<file path="src/hdl/htcal_pkg.sv">
// Package for the humidity/temperature two-point calibration block.
// Register indexes, sample kinds, status codes, field widths and pipeline depths.
// No dependencies.
package htcal_pkg;

	// Configuration register indexes
	typedef enum logic [2:0] {
		REG_HUM_REF0_X2  = 3'd0,
		REG_HUM_REF1_X2  = 3'd1,
		REG_HUM_RAW0     = 3'd2,
		REG_HUM_RAW1     = 3'd3,
		REG_TEMP_REF0_X8 = 3'd4,
		REG_TEMP_REF1_X8 = 3'd5,
		REG_TEMP_RAW0    = 3'd6,
		REG_TEMP_RAW1    = 3'd7
	} reg_idx_t;

	// Sample kind
	localparam logic KIND_HUM  = 1'b0;
	localparam logic KIND_TEMP = 1'b1;

	// Result status
	typedef enum logic [1:0] {
		ST_OK        = 2'd0,
		ST_ZERO_SPAN = 2'd1,
		ST_CLAMPED   = 2'd2
	} status_t;

	// Field widths
	localparam int RawW     = 16;
	localparam int HumRefW  = 8;
	localparam int TempRefW = 10;
	localparam int CfgW     = 16;
	localparam int HumW     = 7;
	localparam int TempW    = 16;
	localparam int InDataW  = 16;
	localparam int OutDataW = 32;

	// Output constants
	localparam logic [HumW-1:0]  HumMax  = 7'd100;
	localparam logic [TempW-1:0] TempMax = 16'h7FFF;
	localparam logic [TempW-1:0] TempMin = 16'h8000;

	// Divider: 16 quotient bits, two per stage
	localparam int QuoW       = 16;
	localparam int BitsPerStg = 2;
	localparam int DivStages  = QuoW / BitsPerStg;
	localparam int StDiv0     = 6;
	localparam int NumStages  = StDiv0 + DivStages;

	// Side band that rides along the divider stages
	typedef struct packed {
		logic kind;
		logic neg;
		logic zspan;
		logic ovf;
	} ctl_t;

endpackage

</file>
<file path="src/hdl/humidity_temperature_calibration_top.sv">
// Two-point linear calibration of humidity / temperature samples, fully pipelined.
// Holds the calibration registers, a 14-stage datapath and a restoring divider.
// Depends on htcal_pkg.
//
// Channel      Dir  Handshake               Payload
// s_axis       in   tvalid/tready           tdata: raw_count[15:0]; tuser: kind
// m_axis       out  tvalid/tready           tdata: humidity_pct, temperature_q8, status
// cfg          in   cfg_we (no wait)        cfg_addr: register index, cfg_data: value
//
// One transaction per cycle is sustained while m_axis_tready is held high.
// The depth is set by the 16-bit quotient, retired two bits per stage in
// eight divider stages after five setup stages.
// Each stage has its own valid bit and advances when empty or when the next
// stage moves, so bubbles collapse during an output stall and nothing is lost.
// arst_n clears the calibration registers and all valid bits.
module humidity_temperature_calibration_top (
	input  logic                            clk,
	input  logic                            arst_n,
	// configuration write port
	input  logic                            cfg_we,
	input  logic [2:0]                      cfg_addr,
	input  logic [htcal_pkg::CfgW-1:0]      cfg_data,
	// input stream
	input  logic                            s_axis_tvalid,
	output logic                            s_axis_tready,
	input  logic [htcal_pkg::InDataW-1:0]   s_axis_tdata,  // [15:0] raw_count
	input  logic                            s_axis_tuser,  // [0] kind
	// result stream
	output logic                            m_axis_tvalid,
	input  logic                            m_axis_tready,
	output logic [htcal_pkg::OutDataW-1:0]  m_axis_tdata,  // [6:0] humidity_pct,
	                                                        // [22:7] temperature_q8,
	                                                        // [24:23] status, rest 0
	output logic                            m_axis_tuser   // [0] kind_out
);

	localparam int NS = htcal_pkg::NumStages;
	localparam int DS = htcal_pkg::DivStages;
	localparam int QW = htcal_pkg::QuoW;

	// ---------------- calibration registers ----------------
	logic [htcal_pkg::HumRefW-1:0]  hum_ref0_q, hum_ref1_q;
	logic [htcal_pkg::RawW-1:0]     hum_raw0_q, hum_raw1_q;
	logic [htcal_pkg::TempRefW-1:0] temp_ref0_q, temp_ref1_q;
	logic [htcal_pkg::RawW-1:0]     temp_raw0_q, temp_raw1_q;

	always_ff @(posedge clk or negedge arst_n) begin
		if (!arst_n) begin
			hum_ref0_q  <= '0;
			hum_ref1_q  <= '0;
			hum_raw0_q  <= '0;
			hum_raw1_q  <= '0;
			temp_ref0_q <= '0;
			temp_ref1_q <= '0;
			temp_raw0_q <= '0;
			temp_raw1_q <= '0;
		end else if (cfg_we) begin
			unique case (htcal_pkg::reg_idx_t'(cfg_addr))
				htcal_pkg::REG_HUM_REF0_X2:  hum_ref0_q  <= cfg_data[htcal_pkg::HumRefW-1:0];
				htcal_pkg::REG_HUM_REF1_X2:  hum_ref1_q  <= cfg_data[htcal_pkg::HumRefW-1:0];
				htcal_pkg::REG_HUM_RAW0:     hum_raw0_q  <= cfg_data;
				htcal_pkg::REG_HUM_RAW1:     hum_raw1_q  <= cfg_data;
				htcal_pkg::REG_TEMP_REF0_X8: temp_ref0_q <= cfg_data[htcal_pkg::TempRefW-1:0];
				htcal_pkg::REG_TEMP_REF1_X8: temp_ref1_q <= cfg_data[htcal_pkg::TempRefW-1:0];
				htcal_pkg::REG_TEMP_RAW0:    temp_raw0_q <= cfg_data;
				htcal_pkg::REG_TEMP_RAW1:    temp_raw1_q <= cfg_data;
				default: ;
			endcase
		end
	end

	// ---------------- pipeline flow control ----------------
	// vld_s[k] is the valid bit of stage k; en[k] lets stage k load.
	logic [NS:1] vld_s;
	logic [NS:1] en;

	always_comb begin
		en[NS] = !vld_s[NS] || m_axis_tready;
		for (int k = NS - 1; k >= 1; k--) begin
			en[k] = !vld_s[k] || en[k+1];
		end
	end

	always_ff @(posedge clk or negedge arst_n) begin
		if (!arst_n) begin
			vld_s <= '0;
		end else begin
			for (int k = 1; k <= NS; k++) begin
				if (en[k]) begin
					vld_s[k] <= (k == 1) ? s_axis_tvalid : vld_s[(k > 1) ? k - 1 : 1];
				end
			end
		end
	end

	assign s_axis_tready = en[1];
	assign m_axis_tvalid = vld_s[NS];

	// ---------------- stage 1: pick calibration set, differences ----------------
	logic [9:0] sel_r0, sel_r1;
	logic [15:0] sel_c0, sel_c1;

	always_comb begin
		if (s_axis_tuser == htcal_pkg::KIND_TEMP) begin
			sel_r0 = temp_ref0_q;
			sel_r1 = temp_ref1_q;
			sel_c0 = temp_raw0_q;
			sel_c1 = temp_raw1_q;
		end else begin
			sel_r0 = {2'b00, hum_ref0_q};
			sel_r1 = {2'b00, hum_ref1_q};
			sel_c0 = hum_raw0_q;
			sel_c1 = hum_raw1_q;
		end
	end

	logic               kind_s1;
	logic signed [16:0] diff_s1;   // raw - c0
	logic signed [10:0] dref_s1;   // ref1 - ref0
	logic [9:0]         r0_s1;
	logic signed [16:0] den_s1;    // c1 - c0

	always_ff @(posedge clk) begin
		if (en[1]) begin
			kind_s1 <= s_axis_tuser;
			diff_s1 <= $signed({s_axis_tdata[15], s_axis_tdata}) - $signed({sel_c0[15], sel_c0});
			dref_s1 <= $signed({1'b0, sel_r1}) - $signed({1'b0, sel_r0});
			r0_s1   <= sel_r0;
			den_s1  <= $signed({sel_c1[15], sel_c1}) - $signed({sel_c0[15], sel_c0});
		end
	end

	// ---------------- stage 2: the two products ----------------
	logic               kind_s2;
	logic signed [27:0] p1_s2, p2_s2;
	logic signed [16:0] den_s2;

	always_ff @(posedge clk) begin
		if (en[2]) begin
			kind_s2 <= kind_s1;
			p1_s2   <= diff_s1 * dref_s1;
			p2_s2   <= $signed({1'b0, r0_s1}) * den_s1;
			den_s2  <= den_s1;
		end
	end

	// ---------------- stage 3: numerator sum ----------------
	logic               kind_s3;
	logic signed [28:0] sum_s3;
	logic signed [16:0] den_s3;

	always_ff @(posedge clk) begin
		if (en[3]) begin
			kind_s3 <= kind_s2;
			sum_s3  <= $signed({p1_s2[27], p1_s2}) + $signed({p2_s2[27], p2_s2});
			den_s3  <= den_s2;
		end
	end

	// ---------------- stage 4: magnitudes and sign of the quotient ----------------
	logic [28:0] sum_neg, sum_abs;
	logic [16:0] den_neg, den_abs;

	always_comb begin
		sum_neg = 29'(-sum_s3);
		den_neg = 17'(-den_s3);
		sum_abs = sum_s3[28] ? sum_neg : sum_s3;
		den_abs = den_s3[16] ? den_neg : den_s3;
	end

	logic        kind_s4, neg_s4, zspan_s4;
	logic [26:0] mag_s4;    // |numerator| stays below 2^27
	logic [15:0] dabs_s4;

	always_ff @(posedge clk) begin
		if (en[4]) begin
			kind_s4  <= kind_s3;
			neg_s4   <= (sum_s3 != '0) && (sum_s3[28] != den_s3[16]);
			zspan_s4 <= (den_s3 == '0);
			mag_s4   <= sum_abs[26:0];
			dabs_s4  <= den_abs[15:0];
		end
	end

	// ---------------- stage 5: scale, overflow check, divider seed ----------------
	// Temperature is 32x the numerator. If the upper half of the dividend is
	// already >= divisor the quotient needs more than 16 bits: saturate.
	logic [31:0] dvd;

	always_comb begin
		if (kind_s4 == htcal_pkg::KIND_TEMP) begin
			dvd = {mag_s4, 5'b00000};
		end else begin
			dvd = {5'b00000, mag_s4};
		end
	end

	htcal_pkg::ctl_t ctl_s5;
	logic [15:0]     rem_s5, lo_s5, dabs_s5;

	always_ff @(posedge clk) begin
		if (en[5]) begin
			ctl_s5.kind  <= kind_s4;
			ctl_s5.neg   <= neg_s4;
			ctl_s5.zspan <= zspan_s4;
			ctl_s5.ovf   <= (dvd[31:16] >= dabs_s4);
			rem_s5       <= (dvd[31:16] >= dabs_s4) ? 16'd0 : dvd[31:16];
			lo_s5        <= dvd[15:0];
			dabs_s5      <= dabs_s4;
		end
	end

	// ---------------- stages 6..13: restoring divider ----------------
	// lo holds the unshifted dividend bits on top and the quotient bits below.
	htcal_pkg::ctl_t ctl_sd  [DS];
	logic [15:0]     rem_sd  [DS];
	logic [QW-1:0]   lo_sd   [DS];
	logic [15:0]     dabs_sd [DS];

	for (genvar j = 0; j < DS; j++) begin : g_div
		htcal_pkg::ctl_t ctl_in;
		logic [15:0]     rem_in, dabs_in, rem_nx;
		logic [QW-1:0]   lo_in, lo_nx;

		if (j == 0) begin : g_first
			assign ctl_in  = ctl_s5;
			assign rem_in  = rem_s5;
			assign lo_in   = lo_s5;
			assign dabs_in = dabs_s5;
		end else begin : g_next
			assign ctl_in  = ctl_sd[j-1];
			assign rem_in  = rem_sd[j-1];
			assign lo_in   = lo_sd[j-1];
			assign dabs_in = dabs_sd[j-1];
		end

		always_comb begin
			logic [16:0] t;
			logic [16:0] d;
			rem_nx = rem_in;
			lo_nx  = lo_in;
			for (int b = 0; b < htcal_pkg::BitsPerStg; b++) begin
				t     = {rem_nx, lo_nx[QW-1]};
				lo_nx = {lo_nx[QW-2:0], 1'b0};
				d     = t - {1'b0, dabs_in};
				if (t >= {1'b0, dabs_in}) begin
					rem_nx   = d[15:0];
					lo_nx[0] = 1'b1;
				end else begin
					rem_nx = t[15:0];
				end
			end
		end

		always_ff @(posedge clk) begin
			if (en[htcal_pkg::StDiv0 + j]) begin
				ctl_sd[j]  <= ctl_in;
				rem_sd[j]  <= rem_nx;
				lo_sd[j]   <= lo_nx;
				dabs_sd[j] <= dabs_in;
			end
		end
	end

	// ---------------- stage 14: clamp, sign, status (output register) ----------------
	htcal_pkg::ctl_t ctl_f;
	logic [QW-1:0]   quo;
	logic [14:0]     hq;
	logic [htcal_pkg::HumW-1:0]  hum_nx;
	logic [htcal_pkg::TempW-1:0] temp_nx;
	htcal_pkg::status_t          st_nx;

	assign ctl_f = ctl_sd[DS-1];
	assign quo   = lo_sd[DS-1];
	assign hq    = quo[QW-1:1];   // humidity divides by twice the span

	always_comb begin
		hum_nx  = '0;
		temp_nx = '0;
		st_nx   = htcal_pkg::ST_OK;
		priority if (ctl_f.zspan) begin
			st_nx = htcal_pkg::ST_ZERO_SPAN;
		end else if (ctl_f.kind == htcal_pkg::KIND_HUM) begin
			priority if (ctl_f.neg) begin
				st_nx = htcal_pkg::ST_CLAMPED;
			end else if (ctl_f.ovf || hq > 15'(htcal_pkg::HumMax)) begin
				hum_nx = htcal_pkg::HumMax;
				st_nx  = htcal_pkg::ST_CLAMPED;
			end else begin
				hum_nx = hq[htcal_pkg::HumW-1:0];
			end
		end else begin
			priority if (!ctl_f.neg && (ctl_f.ovf || quo[QW-1])) begin
				temp_nx = htcal_pkg::TempMax;
				st_nx   = htcal_pkg::ST_CLAMPED;
			end else if (ctl_f.neg && (ctl_f.ovf || quo > htcal_pkg::TempMin)) begin
				temp_nx = htcal_pkg::TempMin;
				st_nx   = htcal_pkg::ST_CLAMPED;
			end else if (ctl_f.neg) begin
				temp_nx = 16'(~quo + 16'd1);
			end else begin
				temp_nx = quo;
			end
		end
	end

	logic                        kind_s14;
	logic [htcal_pkg::HumW-1:0]  hum_s14;
	logic [htcal_pkg::TempW-1:0] temp_s14;
	htcal_pkg::status_t          status_s14;

	always_ff @(posedge clk) begin
		if (en[NS]) begin
			kind_s14   <= ctl_f.kind;
			hum_s14    <= hum_nx;
			temp_s14   <= temp_nx;
			status_s14 <= st_nx;
		end
	end

	assign m_axis_tuser = kind_s14;
	assign m_axis_tdata = {7'b0000000, status_s14, temp_s14, hum_s14};

endmodule

</file>
<file path="config.mk">
export PLATFORM = sky130hd
export DESIGN_NAME = humidity_temperature_calibration_top
export DESIGN_NICKNAME = d
export VERILOG_FILES = /design/src/hdl/htcal_pkg.sv /design/src/hdl/humidity_temperature_calibration_top.sv
export SDC_FILE = /design/constraint.sdc
export NUM_CORES = 2
export LEC_CHECK = 0
export BUFFER_PORTS_ARGS = -buffer_cell sky130_fd_sc_hd__buf_4
export CAP_MARGIN = 10
export CORE_MARGIN = 2
export CORE_UTILIZATION = 40
export CTS_BUF_LIST = sky130_fd_sc_hd__clkbuf_8
export CTS_CLUSTER_DIAMETER = 30
export DETAILED_ROUTE_END_ITERATION = 7
export HOLD_SLACK_MARGIN = 0.03
export PLACE_DENSITY = 0.67
export SLEW_MARGIN = 20
export SYNTH_ARGS = -nofsm -noshare
export SYNTH_HDL_FRONTEND = slang
export SYNTH_SLANG_ARGS = --single-unit
</file>
<file path="constraint.sdc">
create_clock -name clk -period 8.94 [get_ports clk]
set_input_delay 0.447 -clock clk [delete_from_list [all_inputs] [get_ports clk]]
set_output_delay 0.447 -clock clk [all_outputs]
set_load 0.05 [all_outputs]
</file>
==> impl_results.rst <==
.. list-table::
   :header-rows: 1

   * - Metric
     - Value
   * - Root cell of the clock tree
     - sky130_fd_sc_hd__clkbuf_8
   * - Seq cells post-synth
     - roughly 800
   * - Final setup fails
     - 0
   * - Core Footprint
     - approximately 140000 um2
   * - Clock transition at the registers of the reported paths
     - ~60 ps
   * - TritonCTS sink count
     - 799
   * - Aggregate global routing overflow
     - 0
   * - Buffers inserted during post-CTS setup optimization
     - 0
   * - Maximum number of pins on one net before global-route repair
     - 62
   * - Reg2Reg Capture Point
     - rem_sd[1][1]
   * - WL per Instance
     - around 17 um
   * - Register area share after synthesis
     - 40.4%
   * - Number of placed I/O pins
     - 76
   * - Arrival time of data at the critical path endpoint
     - 7450 ps
   * - RD Place Congestion
     - 0.902
   * - RSZ-0062 raised after global routing
     - false
   * - Depth of the worst register-to-register path
     - 20
   * - Most frequent cells in the layout
     - sky130_fd_sc_hd__inv_1 (721), sky130_fd_sc_hd__edfxtp_1 (685), sky130_fd_sc_hd__ha_1 (467), sky130_fd_sc_hd__nand2_1 (368), sky130_fd_sc_hd__fa_1 (343)
   * - TritonCTS clock tree
     - built
   * - Final antenna-violating net count
     - 0
   * - Setup TNS after final layout
     - 0 ps
   * - Share of layout cells above drive strength 1
     - 13.2%
   * - First-pass iteration count of the detailed router
     - 7
   * - Ys flop type
     - sky130_fd_sc_hd__edfxtp_1
   * - Run status
     - finished, violations left
   * - Multi-input logic area
     - 31400 um2
   * - Number of standard-cell rows in the floorplan
     - between 100 and 150
   * - Setup slack of the most critical reg-to-reg path
     - ~2100 ps
   * - Worst-case clock skew
     - 40.5 ps
   * - Worst Path Class, Setup
     - reg2reg
   * - Violations in the final reports
     - design-rule violations
   * - Launching element type of the critical path
     - register
   * - Top achievable clock speed
     - 146 MHz
   * - Biggest fanout along the worst timing path
     - 17
   * - First-pass GRT wire length
     - 209000 um
   * - Clock insertion delay at the later pin of the skew report
     - 860 ps
   * - Synthesized area
     - 57900 um2
   * - Number of enable flip-flop cells after synthesis
     - 685
   * - Via count normalized by instance count
     - ~5.2
   * - R2r startpoint
     - dabs_sd[0][1]
   * - Total placed instance area
     - ~61000 um2
   * - YS warnings
     - 0
   * - Post-route cell area
     - 64400 um2
   * - Detailed Route WL
     - 129000 um
   * - FF+latch area
     - 23400 um2
   * - Transition time at the pin with the least slew margin
     - between 1000 and 1500 ps
   * - Count of maximum capacitance violations
     - 0
   * - Die outline height
     - 385 um
   * - Quantity of I/O buffers inserted on ports
     - roughly 70
   * - Effective utilization at floorplan
     - between 40% and 50%
   * - Total GRT Usage
     - 17.7%
   * - Count of H-tree levels built during CTS
     - 4
   * - Layout overhead on the synthesized area
     - 11.1%
   * - Max Slew Vio Count
     - 0
   * - Critical path origin
     - dabs_sd[0][1]
   * - Post-synth ARST share
     - approximately 14%
   * - Number of nets in the finished design
     - approximately 6.2k
   * - Total number of vias
     - 38.6k
   * - Die width
     - 385 um
   * - Maximum clock insertion buffer count
     - 3
   * - Mean cell area of the mapped netlist
     - 11.1 um2
   * - Area enclosed by the die boundary
     - 148000 um2
   * - Max-slew headroom
     - between 20% and 30%
   * - Fill cell count
     - 13.3k
   * - Post-synthesis cell type count
     - 81
   * - Required time worst endpoint
     - 9540 ps
   * - Critical Path Sink Type
     - register
   * - Vias in the first global route
     - 39.7k
   * - Number of buffers created by CTS
     - 166
   * - Fin. Hold Viols
     - 0
   * - Critical path capture point
     - rem_sd[1][1]
   * - Final period util
     - 76.7%
   * - Placed wire-length estimate after detailed placement
     - 101000 um
   * - Most common cell after layout, fill and taps aside
     - sky130_fd_sc_hd__inv_1
   * - Post-layout min period
     - roughly 6900 ps
   * - Starting DRT DRC Count
     - 2431
   * - Number of instances in the synthesized netlist
     - 5231
   * - Initial antenna violation count
     - 1
   * - Residual DRC count
     - 12
   * - Worst min-delay path class
     - in2reg
[flip-flops by register name, indices dropped and copies added, names as in the netlist, 17 cells and up]
| name | cells |
|---|---|
| lo_sd | 128 |
| den_s2 | 17 |
| p1_s2 | 28 |
| den_s3 | 17 |
| mag_s4 | 27 |
| diff_s1 | 17 |
| sum_s3 | 29 |
| rem_sd | 112 |
| p2_s2 | 28 |
| den_s1 | 17 |
| dabs_sd | 112 |
| ctl_sd | 32 |
[cell type report]
cell class / count / share of cell area (%)
Antenna cell: 2 / 0.00777
Clock buffer: 170 / 3.63
Clock inverter: 133 / 1.97
Inverter: 704 / 4.11
Multi-Input combinational cell: 3604 / 48.8
Sequential cell: 799 / 36.4
Tap cell: 1903 / 3.70
Timing Repair Buffer: 112 / 1.38
[per-layer routing]
layer  wire [um]  share of wire, %  track usage [%]  vias to the layer above
li1            -                 -                -                    18586
met1       55300                43             22.0                    18927
met2       65400                51             31.8                      844
met3        4760               3.7             2.49                      207
met4        3110               2.4             5.35                        0
met5           0                 0                0                        -
[how the worst min path moves through the flow]
stage	cells past startpoint	slack, ps	start	end
floorplan	0	150	arst_n	hum_raw0_q[0]
detailed placement	0	400	ctl_s5[3]	ctl_sd[0][3]
finish	4	130	s_axis_tdata[11]	diff_s1[11]
global placement	0	400	lo_sd[0][24]	lo_sd[0][42]
CTS	4	30	s_axis_tdata[11]	diff_s1[11]
global route	3	90	s_axis_tdata[15]	diff_s1[15]
[timing repair]
item	4_1_cts	5_1_grt
endpoints found under the hold margin	156	0
hold buffers	20	0
gates resized for setup	0	0
[synth_stat cells (21+ instances only)]
library cell               instances  area [um2]
sky130_fd_sc_hd__a211oi_1         31         233
sky130_fd_sc_hd__a21o_1          112         841
sky130_fd_sc_hd__a21oi_1         237        1190
sky130_fd_sc_hd__a31oi_1          27         169
sky130_fd_sc_hd__and2_1          174        1090
sky130_fd_sc_hd__and3_1           37         231
sky130_fd_sc_hd__clkbuf_1        110         413
sky130_fd_sc_hd__dfrtp_1         114        2850
sky130_fd_sc_hd__edfxtp_1        685       20600
sky130_fd_sc_hd__fa_1            343        6870
sky130_fd_sc_hd__ha_1            467        5840
sky130_fd_sc_hd__inv_1           703        2640
sky130_fd_sc_hd__mux2_2          316        3560
sky130_fd_sc_hd__mux2i_1          48         480
sky130_fd_sc_hd__nand2_1         371        1390
sky130_fd_sc_hd__nand2b_1         57         357
sky130_fd_sc_hd__nand3_1          64         320
sky130_fd_sc_hd__nand4_1          39         244
sky130_fd_sc_hd__nor2_1          232         871
sky130_fd_sc_hd__nor2b_1          56         350
sky130_fd_sc_hd__nor3_1           83         415
sky130_fd_sc_hd__nor4_1           21         131
sky130_fd_sc_hd__o211ai_1         21         158
sky130_fd_sc_hd__o21a_1           50         375
sky130_fd_sc_hd__o21ai_0         174         871
sky130_fd_sc_hd__o21bai_1         36         270
sky130_fd_sc_hd__o31ai_1          31         233
sky130_fd_sc_hd__or3_1            28         175
sky130_fd_sc_hd__xnor2_1         234        2050
sky130_fd_sc_hd__xor2_1           89         780
[logic make-up (layout without fill, tap and decap cells)]
family	count (synthesis)	count (layout)	share of synthesized area, %
AND/OR/NAND/NOR	1232	1232	10.6
AO/OA/AOI/OAI	868	868	9.73
buffers and inverters	834	1119	5.47
adder cells (fa/ha/maj)	810	810	21.9
flip-flops	799	799	40.4
multiplexers	364	364	6.97
XOR/XNOR	323	323	4.88
other	1	9	0.00647
[per-stage QoR]
step / instances / setup slack [ps] / util [%] / hold WS (ps)
finish: 7427 / 2090 / 44.8 / 127
CTS: 7425 / 2180 / 44.8 / 31.8
detailed placement: 7102 / 2180 / 42.2 / 405
floorplan: 5237 / 2040 / - / 151
global placement: 7102 / 2360 / 42.2 / 400
global route: 7426 / 1670 / 44.8 / 93.9
[worst max-delay path: stages, from the launching register on]
cell and delay (ps):
sky130_fd_sc_hd__edfxtp_1 380, sky130_fd_sc_hd__inv_1 190, sky130_fd_sc_hd__ha_1 280, sky130_fd_sc_hd__nor2b_1 150, sky130_fd_sc_hd__o2111ai_1 280, sky130_fd_sc_hd__a31oi_1 220
sky130_fd_sc_hd__a311o_1 440, sky130_fd_sc_hd__a221o_1 390, sky130_fd_sc_hd__o21ai_0 190, sky130_fd_sc_hd__nand2_1 430, sky130_fd_sc_hd__mux2i_1 470, sky130_fd_sc_hd__ha_1 310
sky130_fd_sc_hd__nor2b_1 160, sky130_fd_sc_hd__o31ai_1 470, sky130_fd_sc_hd__a211oi_1 210, sky130_fd_sc_hd__o31ai_1 290, sky130_fd_sc_hd__a21oi_1 160, sky130_fd_sc_hd__nor3_1 200
sky130_fd_sc_hd__o21bai_1 140, sky130_fd_sc_hd__a221oi_4 800, sky130_fd_sc_hd__mux2_2 420
Power is not shown: default switching activity piles up to over one toggle a cycle in this logic, so the estimate is an artifact.
